File: src/rtl/rfp_pkg.sv
`default_nettype none

package rfp_pkg;

    // Frame framing bytes
    localparam logic [7:0] END_MARK     = 8'h6B;
    localparam logic [7:0] CMD_VELOCITY = 8'h35;
    localparam logic [7:0] CMD_POSITION = 8'h36;

    // Frame lengths in bytes
    localparam logic [3:0] LEN_VELOCITY = 4'd6;
    localparam logic [3:0] LEN_POSITION = 4'd8;
    localparam logic [3:0] LEN_ACK      = 4'd4;

    // Byte count bound; the 4-bit count stays below it, so the count restarts only when a frame completes
    localparam int MAX_FRAME_BYTES = 16;

    // Frame store depth and index width
    localparam int FRAME_DEPTH = 8;
    localparam int FRAME_AW    = $clog2(FRAME_DEPTH);

    // Queue between classifier and decoder
    localparam int QUEUE_DEPTH = 2;
    localparam int QUEUE_AW    = $clog2(QUEUE_DEPTH);

    // Reply type codes
    localparam logic [1:0] TYPE_ACK      = 2'd0;
    localparam logic [1:0] TYPE_VELOCITY = 2'd1;
    localparam logic [1:0] TYPE_POSITION = 2'd2;

    // Configuration register indexes
    localparam logic REG_MOTOR_ADDRESS    = 1'b0;
    localparam logic REG_EXPECTED_COMMAND = 1'b1;

    typedef struct packed {
        logic [7:0]  address;
        logic [7:0]  command;
        logic [1:0]  kind;
        logic [7:0]  status;
        logic [31:0] raw;
    } frame_t;

    typedef struct packed {
        logic [7:0] motor_address;
        logic [7:0] expected_command;
    } cfg_t;

    typedef struct packed {
        logic [7:0]  address;
        logic [7:0]  command;
        logic [1:0]  kind;
        logic [7:0]  status;
        logic        negative;
        logic [31:0] magnitude;
        logic        valid;
    } result_t;

endpackage

`default_nettype wire

File: src/rtl/rfp_front.sv
`default_nettype none

// Collect bytes, size the frame from its command byte, and forward
// completed frames with a good end mark to the queue.
module rfp_front (
    input  wire logic            clk,
    input  wire logic            rst_n,
    input  wire logic            push,
    input  wire logic [7:0]      rx_byte,
    input  wire logic            q_full,
    output logic                 full,
    output logic                 q_push,
    output rfp_pkg::frame_t      q_data
);

    logic [3:0] count_reg;
    logic [3:0] count_next;
    logic [3:0] count_base;
    logic [3:0] count_inc;
    logic [3:0] frame_len;
    logic       accept;
    logic       done;
    logic [7:0] frame_reg [rfp_pkg::FRAME_DEPTH];

    assign full   = q_full;
    assign accept = push && !q_full;

    always_comb
    begin
        if (32'(count_reg) >= 32'(rfp_pkg::MAX_FRAME_BYTES))
        begin
            count_base = 4'd0;
        end
        else
        begin
            count_base = count_reg;
        end
        count_inc = count_base + 4'd1;

        unique case (frame_reg[1])
            rfp_pkg::CMD_VELOCITY: frame_len = rfp_pkg::LEN_VELOCITY;
            rfp_pkg::CMD_POSITION: frame_len = rfp_pkg::LEN_POSITION;
            default:               frame_len = rfp_pkg::LEN_ACK;
        endcase

        done       = (count_inc == frame_len);
        count_next = done ? 4'd0 : count_inc;
        q_push     = accept && done && (rx_byte == rfp_pkg::END_MARK);

        q_data.address = frame_reg[0];
        q_data.command = frame_reg[1];
        q_data.status  = frame_reg[2];
        unique case (frame_len)
            rfp_pkg::LEN_VELOCITY:
            begin
                q_data.kind = rfp_pkg::TYPE_VELOCITY;
                q_data.raw  = {16'd0, frame_reg[3], frame_reg[4]};
            end
            rfp_pkg::LEN_POSITION:
            begin
                q_data.kind = rfp_pkg::TYPE_POSITION;
                q_data.raw  = {frame_reg[3], frame_reg[4], frame_reg[5], frame_reg[6]};
            end
            default:
            begin
                q_data.kind = rfp_pkg::TYPE_ACK;
                q_data.raw  = 32'd0;
            end
        endcase
    end

    always_ff @(posedge clk or negedge rst_n)
    begin
        if (!rst_n)
        begin
            count_reg <= 4'd0;
        end
        else if (accept)
        begin
            count_reg <= count_next;
        end
    end

    always_ff @(posedge clk)
    begin
        if (accept)
        begin
            frame_reg[count_base[rfp_pkg::FRAME_AW-1:0]] <= rx_byte;
        end
    end

endmodule

`default_nettype wire

File: src/rtl/rfp_queue.sv
`default_nettype none

// Small frame queue between the classifier and the decoder.
module rfp_queue (
    input  wire logic            clk,
    input  wire logic            rst_n,
    input  wire logic            wr_en,
    input  wire rfp_pkg::frame_t wr_data,
    input  wire logic            rd_en,
    output rfp_pkg::frame_t      rd_data,
    output logic                 full,
    output logic                 empty
);

    logic [rfp_pkg::QUEUE_AW-1:0] wr_ptr_reg;
    logic [rfp_pkg::QUEUE_AW-1:0] rd_ptr_reg;
    logic [rfp_pkg::QUEUE_AW:0]   fill_reg;
    rfp_pkg::frame_t              mem [rfp_pkg::QUEUE_DEPTH];
    logic                         do_wr;
    logic                         do_rd;

    assign full    = (fill_reg == (rfp_pkg::QUEUE_AW+1)'(rfp_pkg::QUEUE_DEPTH));
    assign empty   = (fill_reg == '0);
    assign do_wr   = wr_en && !full;
    assign do_rd   = rd_en && !empty;
    assign rd_data = mem[rd_ptr_reg];

    always_ff @(posedge clk or negedge rst_n)
    begin
        if (!rst_n)
        begin
            wr_ptr_reg <= '0;
            rd_ptr_reg <= '0;
            fill_reg   <= '0;
        end
        else
        begin
            if (do_wr)
            begin
                wr_ptr_reg <= wr_ptr_reg + 1'b1;
            end
            if (do_rd)
            begin
                rd_ptr_reg <= rd_ptr_reg + 1'b1;
            end
            if (do_wr && !do_rd)
            begin
                fill_reg <= fill_reg + 1'b1;
            end
            else if (do_rd && !do_wr)
            begin
                fill_reg <= fill_reg - 1'b1;
            end
        end
    end

    always_ff @(posedge clk)
    begin
        if (do_wr)
        begin
            mem[wr_ptr_reg] <= wr_data;
        end
    end

endmodule

`default_nettype wire

File: src/rtl/rfp_back.sv
`default_nettype none

// Check the frame against the configured address and, for acknowledge frames,
// the command, derive the sign flag, and hold the result until it is popped.
module rfp_back (
    input  wire logic            clk,
    input  wire logic            rst_n,
    input  wire rfp_pkg::cfg_t   cfg,
    input  wire rfp_pkg::frame_t q_data,
    input  wire logic            q_empty,
    output logic                 q_pop,
    input  wire logic            pop,
    output logic                 empty,
    output rfp_pkg::result_t     result
);

    logic             out_valid_reg;
    rfp_pkg::result_t out_reg;
    rfp_pkg::result_t out_next;
    logic             is_ack;

    assign q_pop  = !q_empty && (!out_valid_reg || pop);
    assign empty  = !out_valid_reg;
    assign result = out_reg;
    assign is_ack = (q_data.kind == rfp_pkg::TYPE_ACK);

    always_comb
    begin
        out_next.address   = q_data.address;
        out_next.command   = q_data.command;
        out_next.kind      = q_data.kind;
        out_next.status    = q_data.status;
        out_next.magnitude = q_data.raw;
        out_next.negative  = !is_ack && (q_data.status != 8'd0);
        out_next.valid     = (q_data.address == cfg.motor_address)
                             && (!is_ack || (q_data.command == cfg.expected_command));
    end

    always_ff @(posedge clk or negedge rst_n)
    begin
        if (!rst_n)
        begin
            out_valid_reg <= 1'b0;
        end
        else if (q_pop)
        begin
            out_valid_reg <= 1'b1;
        end
        else if (pop)
        begin
            out_valid_reg <= 1'b0;
        end
    end

    always_ff @(posedge clk)
    begin
        if (q_pop)
        begin
            out_reg <= out_next;
        end
    end

endmodule

`default_nettype wire

File: src/rtl/reply_frame_parser_unit.sv
// Reply frame parser: one received byte per cycle while full is low.
// A decoded reply is written to a queue entry when the byte carrying its end mark is accepted,
// then moves to the result register and shows on the result ports once that register is free.
// Throughput is set by the byte store and count in the front part: one byte per cycle;
// the input stalls only while the queue holds two frames behind an unpopped result.
// Reset clears the byte count, empties the queue and the result register, and
// loads motor_address = 1 and expected_command = 0.
`default_nettype none

module reply_frame_parser_unit (
    input  wire logic        clk,
    input  wire logic        rst_n,

    // Byte input, queue style
    input  wire logic        push,
    output logic             full,
    input  wire logic [7:0]  rx_byte,

    // Decoded reply output, queue style
    output logic             empty,
    input  wire logic        pop,
    output logic [7:0]       reply_address,
    output logic [7:0]       reply_command,
    output logic [1:0]       reply_type,
    output logic [7:0]       status_byte,
    output logic             negative,
    output logic [31:0]      magnitude,
    output logic             reply_valid,

    // Configuration port
    input  wire logic        psel,
    input  wire logic        penable,
    input  wire logic        pwrite,
    input  wire logic [2:0]  paddr,
    input  wire logic [31:0] pwdata,
    output logic [31:0]      prdata,
    output logic             pready
);

    rfp_pkg::cfg_t    cfg_reg;
    rfp_pkg::frame_t  front_data;
    rfp_pkg::frame_t  head_data;
    rfp_pkg::result_t result;
    logic             front_push;
    logic             q_full;
    logic             q_empty;
    logic             q_pop;
    logic             cfg_wr;

    // Configuration registers: word address selects the register, the byte
    // offset bits are ignored.
    assign pready = 1'b1;
    assign cfg_wr = psel && penable && pwrite && pready;

    always_ff @(posedge clk or negedge rst_n)
    begin
        if (!rst_n)
        begin
            cfg_reg.motor_address    <= 8'd1;
            cfg_reg.expected_command <= 8'd0;
        end
        else if (cfg_wr)
        begin
            unique case (paddr[2])
                rfp_pkg::REG_MOTOR_ADDRESS:    cfg_reg.motor_address    <= pwdata[7:0];
                rfp_pkg::REG_EXPECTED_COMMAND: cfg_reg.expected_command <= pwdata[7:0];
                default:                       cfg_reg <= cfg_reg;
            endcase
        end
    end

    always_comb
    begin
        unique case (paddr[2])
            rfp_pkg::REG_MOTOR_ADDRESS:    prdata = {24'd0, cfg_reg.motor_address};
            rfp_pkg::REG_EXPECTED_COMMAND: prdata = {24'd0, cfg_reg.expected_command};
            default:                       prdata = 32'd0;
        endcase
    end

    // Front: count and store bytes, size the frame, drop bad end marks.
    rfp_front u_front (
        .clk     (clk),
        .rst_n   (rst_n),
        .push    (push),
        .rx_byte (rx_byte),
        .q_full  (q_full),
        .full    (full),
        .q_push  (front_push),
        .q_data  (front_data)
    );

    // Hold classified frames so the front keeps taking bytes while the
    // result side stalls.
    rfp_queue u_queue (
        .clk     (clk),
        .rst_n   (rst_n),
        .wr_en   (front_push),
        .wr_data (front_data),
        .rd_en   (q_pop),
        .rd_data (head_data),
        .full    (q_full),
        .empty   (q_empty)
    );

    // Back: validity check and result register.
    rfp_back u_back (
        .clk     (clk),
        .rst_n   (rst_n),
        .cfg     (cfg_reg),
        .q_data  (head_data),
        .q_empty (q_empty),
        .q_pop   (q_pop),
        .pop     (pop),
        .empty   (empty),
        .result  (result)
    );

    assign reply_address = result.address;
    assign reply_command = result.command;
    assign reply_type    = result.kind;
    assign status_byte   = result.status;
    assign negative      = result.negative;
    assign magnitude     = result.magnitude;
    assign reply_valid   = result.valid;

endmodule

`default_nettype wire
File: config.mk
export PLATFORM = sky130hd
export DESIGN_NAME = reply_frame_parser_unit
export DESIGN_NICKNAME = d
export VERILOG_FILES = /design/src/rtl/rfp_pkg.sv /design/src/rtl/rfp_front.sv /design/src/rtl/rfp_queue.sv /design/src/rtl/rfp_back.sv /design/src/rtl/reply_frame_parser_unit.sv
export SDC_FILE = /design/constraint.sdc
export NUM_CORES = 1
export LEC_CHECK = 0
export BUFFER_PORTS_ARGS = -buffer_cell sky130_fd_sc_hd__clkbuf_2
export CORE_ASPECT_RATIO = 1.75
export CORE_MARGIN = 5
export CORE_UTILIZATION = 61
export DETAILED_ROUTE_END_ITERATION = 10
export PLACE_DENSITY_LB_ADDON = 0.1
export SYNTH_ARGS = -nofsm -noshare
export SYNTH_HDL_FRONTEND = slang
export SYNTH_SLANG_ARGS = --single-unit
File: constraint.sdc
create_clock -name clk -period 9.4 [get_ports clk]
set_input_delay 1.41 -clock clk [delete_from_list [all_inputs] [get_ports clk]]
set_output_delay 1.41 -clock clk [all_outputs]
set_load 0.02 [all_outputs]
After elaboration in Yosys (flattened, before gate mapping). Memory sizes are Yosys's and may differ from the RTL's. Cells that the tools add are included.

Output and inout port bits: 95. Input port bits: 50. Flip-flop bits (word level): 85. Memories kept: 2. Word-level logic and storage cells: 71. RAM bits: 180.

Memories: u_queue.mem (words 2, bits a word 58, read ports 1, clocked after memory_dff 0, write ports 1, line rfp_queue.sv:18) `rfp_pkg::frame_t mem [rfp_pkg::QUEUE_DEPTH];`; u_front.frame_reg (words 8, bits a word 8, read ports 7, clocked after memory_dff 0, write ports 1, line rfp_front.sv:23) `logic [7:0] frame_reg [rfp_pkg::FRAME_DEPTH];`.

Equal/unequal tests: 9. Add/subtract/negate cells: 5. Reductions and logical operators: 27. Mux-type cells: 13. Bitwise logic cells: 1.

Operators by type and width (number): $pmux W32 S2 (2); $eq A8 B6 Y1 const B (2); $eq A8 B8 Y1 (2); $logic_and A1 B1 Y1 (12); $eq A8 B7 Y1 const B (1); $pmux W4 S2 (1); $reduce_bool A8 Y1 (1); $logic_not A1 Y1 (6); $mux W1 (6); $add A4 B1 Y4 const B (1); $eq A4 B3 Y1 const B (1); $eq A4 B4 Y1 (1); $eq A4 B4 Y1 const B (1); $logic_not A2 Y1 (2); $mux W2 (2); $mux W4 (1); $pmux W2 S2 (1); $reduce_and A2 Y1 (2); $reduce_bool A2 Y1 (2); $add A1 B1 Y1 const B (2); $add A2 B1 Y2 const B (1); $eq A2 B2 Y1 const B (1); $logic_or A1 B1 Y1 (2); $sub A2 B1 Y2 const B (1); $not A1 Y1 (1).

Logic depth before layout (Yosys ltp). An unclocked memory read counts as a cell.

Depth after elaboration: 11. Mapped depth: 13. Gate-level depth less buffers: 13.

Hierarchy. From an unflattened synthesis, not the netlist that was laid out.

Cell total of the unflattened synthesis: 529. Area total of the unflattened synthesis: 9893.2 µm².

By module, submodules not included: rfp_queue (seq. area each 3583.4 µm², times used 1, area each 4428.0 µm², cells each 200); rfp_front (seq. area each 1781.7 µm², times used 1, area each 2499.9 µm², cells each 168); rfp_back (seq. area each 1826.8 µm², times used 1, area each 2042.0 µm², cells each 91); reply_frame_parser_unit (seq. area each 401.6 µm², times used 1, area each 923.4 µm², cells each 70).

Least setup slack after synthesis. Ideal clock, no wire load.

Kind: register -> register. Start: mem u_front.frame_reg[1][0]. End: mem u_queue.mem[0][0] (netlist bit) (enable). Cell stages (with the launch flop): 10. Setup time: 0.474 ns. Buffers on the path: 0. Slack: 4.338 ns. Required time: 8.926 ns. Arrival time: 4.587 ns. Clock period less this slack: 5.062 ns. Path through: edfxtp_1 or4b_4 or2_2 inv_1 ha_1 xnor2_1 xnor2_1 and2_1 nand4b_4 nor2_1.

RTL lines (line): start, declared (rfp_front.sv:23); end, declared (rfp_queue.sv:18).

==> reports/metrics.yaml <==
pwr:
  irDropWorstVdd_v: 0.000188
  p_leak_nw: 4.17
  power_w: 0.00312
  power_density_nw_per_um2: 281
clock_network:
  cts_tree: "built"
  insertion_delay_ns: 0.51
  hold_buffers: 0
  postCtsSetupRepairBufs: 0
  root_buffer: "clkbuf_16"
  clk_pin_slew_ns: 0.07
  cts_buffer_depth: 3
  cts.sinks: 257
  numCtsBuffers: 22
  cts_max_level: 1
  cts_resized: 0
worst_setup_path:
  path_max_fanout: 42
  reg2reg_slack_ns: 5.50
  cp_data_required_time_ns: 9.54
  r2r_cells: 10
  crit_slowest_cell: "buf_4"
  worstPathArrival_ns: 4.03
  regToRegStartpoint: "u_front.frame_reg[1][0]"
  start_kind: "flop"
  endpoint_kind: "flop"
  r2r-end: "u_queue.mem[0][52]"
  crit_path_max_incr_delay_ns: 0.60
  crit_top_cell: "xnor2_1"
  worstPathCellList: "or4b_4, or2_2, inv_1, ha_1, xnor2_1, xnor2_1, and2_1, nand4b_4, nor2_4, buf_4"
  path_class: "flop to flop"
logic_synthesis:
  yosysMostFrequentCell: "edfxtp_1"
  syn_inst: 531
  synthTopCellsByCount: "edfxtp_1 (232), mux2_2 (80), nor2_1 (27)"
  avgSynthCellArea_sq_um: 18.5
  ys.warnings.count: 0
  yosys.area.top_type: "edfxtp_1"
  synth.distinct_cells: 41
  synth_seq_cells: 257
  synth_edf_count: 232
  syn_area_sq_um: 9810
  synth_ff_type: "edfxtp_1"
  yosys.area.top_type_share: 0.710
  yosys-top-cells-area: "edfxtp_1 (71%), mux2_2 (9.2%), dfrtp_1 (6.1%)"
  ys_seq_area_frac: 0.774
  async_reset_ff_frac: 0.0973
job:
  maxCapViolCount: 0
grt:
  grt_pass1_wl_mm: 27.6
  globalRouteOverflowTotal: 0
  antenna_found_initial: 0
  grt_usage: 0.194
  grt_max_degree: 61
  grt_pass1_vias: 4999
finish:
  largest_register_ffs: 116
  antenna_cells: 0
  nFillCells: 1081
  final_cells: 838
  final_nets: 691
  fin_util: 0.701
  final_cell_area_sq_um: 11100
  layout-drive-gt1-share: 0.350
  area_growth_pct: 13.4
placed_design:
  dp.cells: 800
  io_buffers: 93
  dp_hpwl_mm: 11.9
  placed_area_sq_um: 10400
  globalplace.congestion: 0.870
sta:
  finClkSkew_ns: 0.0110
  rsz0062_at_grt: "no"
  min_period_over_period: 0.415
  setup_viol: 0
  hold_viol: 0
  setup_tns_ns: 0
  worstMarginPinSlew_ns: 1.11
  max_freq_ghz: 0.256
  slew_headroom: 0.253
  min_period_ns: 3.90
  drv_slew: 0
route:
  route.detailed.drc: 0
  postRouteAntennaNets: 0
  viasPerCell: 5.61
  drt_wl_total_mm: 17.7
  drt_iter0_drc: 225
  post_drt_wl_per_cell_um: 21.2
  via_count: 4698
  dr.pass1.iters: 4
die:
  die_area_sq_um: 18800
  row_count: 61
  die_y_um: 178
  start_util: 0.618
  core-area_sq_um: 15900
  die_w_um: 106
  io_pins: 145
min_path:
  hold_class: "flop to flop"
  hold_depth: 0
  hp-start: "u_front.frame_reg[0][7]"
  holdPathEnd: "u_queue.mem[0][57]"
run_status:
  outcome: "completed"
## stage by stage
step           hold slack (ns)  worst slack, ns
3_3_place_gp             0.422             5.60
3_5_place_dp             0.436             5.50
4_1_cts                  0.453             5.45
5_1_grt                  0.465             5.31
6_report                 0.452             5.50
2_1_floorplan            0.421             4.34
## worst max-delay path, delay by kind of cell (launching register included)
kind | cells | cell delay [ns]
xor+xnor | 2 | 0.30
fa+ha+maj | 1 | 0.22
buf+inv | 2 | 0.69
flops | 1 | 0.44
simple gates | 5 | 1.83
## logic make-up after synthesis
logic type	after synthesis	share of synthesized area
and+or+nand+nor	86	0.0534
xor gates and xnor gates	25	0.0239
DFF	257	0.774
adders and majority gates	6	0.00765
other	2	0.000766
buffers and inverters	50	0.0296
AOI/OAI and AO/OA	25	0.0188
muxes	80	0.0918
## cell usage in the layout, fill, tap and decap left out, types with 2 or more instances in the layout
cell type / synthesis / routed
bufinv_16: 0 / 3
a22oi_1: 16 / 16
o21ai_0: 3 / 3
clkbuf_16: 0 / 23
nor2_4: 0 / 2
ha_1: 6 / 6
clkinvlp_4: 0 / 2
inv_1: 9 / 8
clkinv_1: 0 / 4
edfxtp_1: 232 / 232
nand4b_1: 4 / 4
nor3_1: 5 / 5
and2_1: 17 / 17
a22o_2: 2 / 2
clkinv_2: 0 / 3
nand2_1: 7 / 7
mux2_2: 80 / 80
clkbuf_1: 8 / 2
xor2_1: 16 / 16
nand3_1: 2 / 2
nor2_1: 27 / 25
nand4_1: 2 / 2
clkbuf_2: 0 / 93
or2_2: 2 / 2
nand2b_1: 5 / 5
conb_1: 2 / 25
nor4_1: 5 / 5
xnor2_1: 7 / 7
nand4b_4: 2 / 2
dfrtp_1: 24 / 23
buf_4: 25 / 5
## where the power goes
part | leakage (nW) | switching, W | internal [W]
combinational | 1.28 | 0.000436 | 0.000248
sequential | 2.54 | 0.0000754 | 0.00145
clock | 0.351 | 0.000383 | 0.000528
total | 4.17 | 0.000894 | 0.00223
## routing by layer
layer	vias up	share of wire	global-route usage
met3	12	0.054	0.0331
met4	0	0.013	0.0486
met1	2369	0.34	0.213
met2	149	0.59	0.384
li1	2168	-	-
met5	-	0	0
## layout make-up
type	instances	area (sq um)	area share
Sequential cell	257	7590	0.683
Timing Repair Buffer	98	503	0.0452
Tap cell	189	236	0.0213
Inverter	9	33.8	0.00304
Multi-Input combinational cell	247	2030	0.182
Clock inverter	13	144	0.0129
Clock buffer	25	583	0.0524
## worst max-delay path by stage
stage                       startpoint                  to  slack, ns  depth (start not counted)
2_1_floorplan  u_front.frame_reg[1][0]   u_queue.mem[0][0]       4.34                          9
3_3_place_gp                rx_byte[3]  u_queue.mem[1][52]       5.60                          6
3_5_place_dp   u_front.frame_reg[1][0]   u_queue.mem[0][0]       5.50                         10
4_1_cts        u_front.frame_reg[1][0]  u_queue.mem[0][51]       5.45                         10
5_1_grt        u_front.frame_reg[1][0]  u_queue.mem[0][20]       5.31                         10
6_report       u_front.frame_reg[1][0]  u_queue.mem[0][52]       5.50                         10
(Power assumes the default switching activity.)
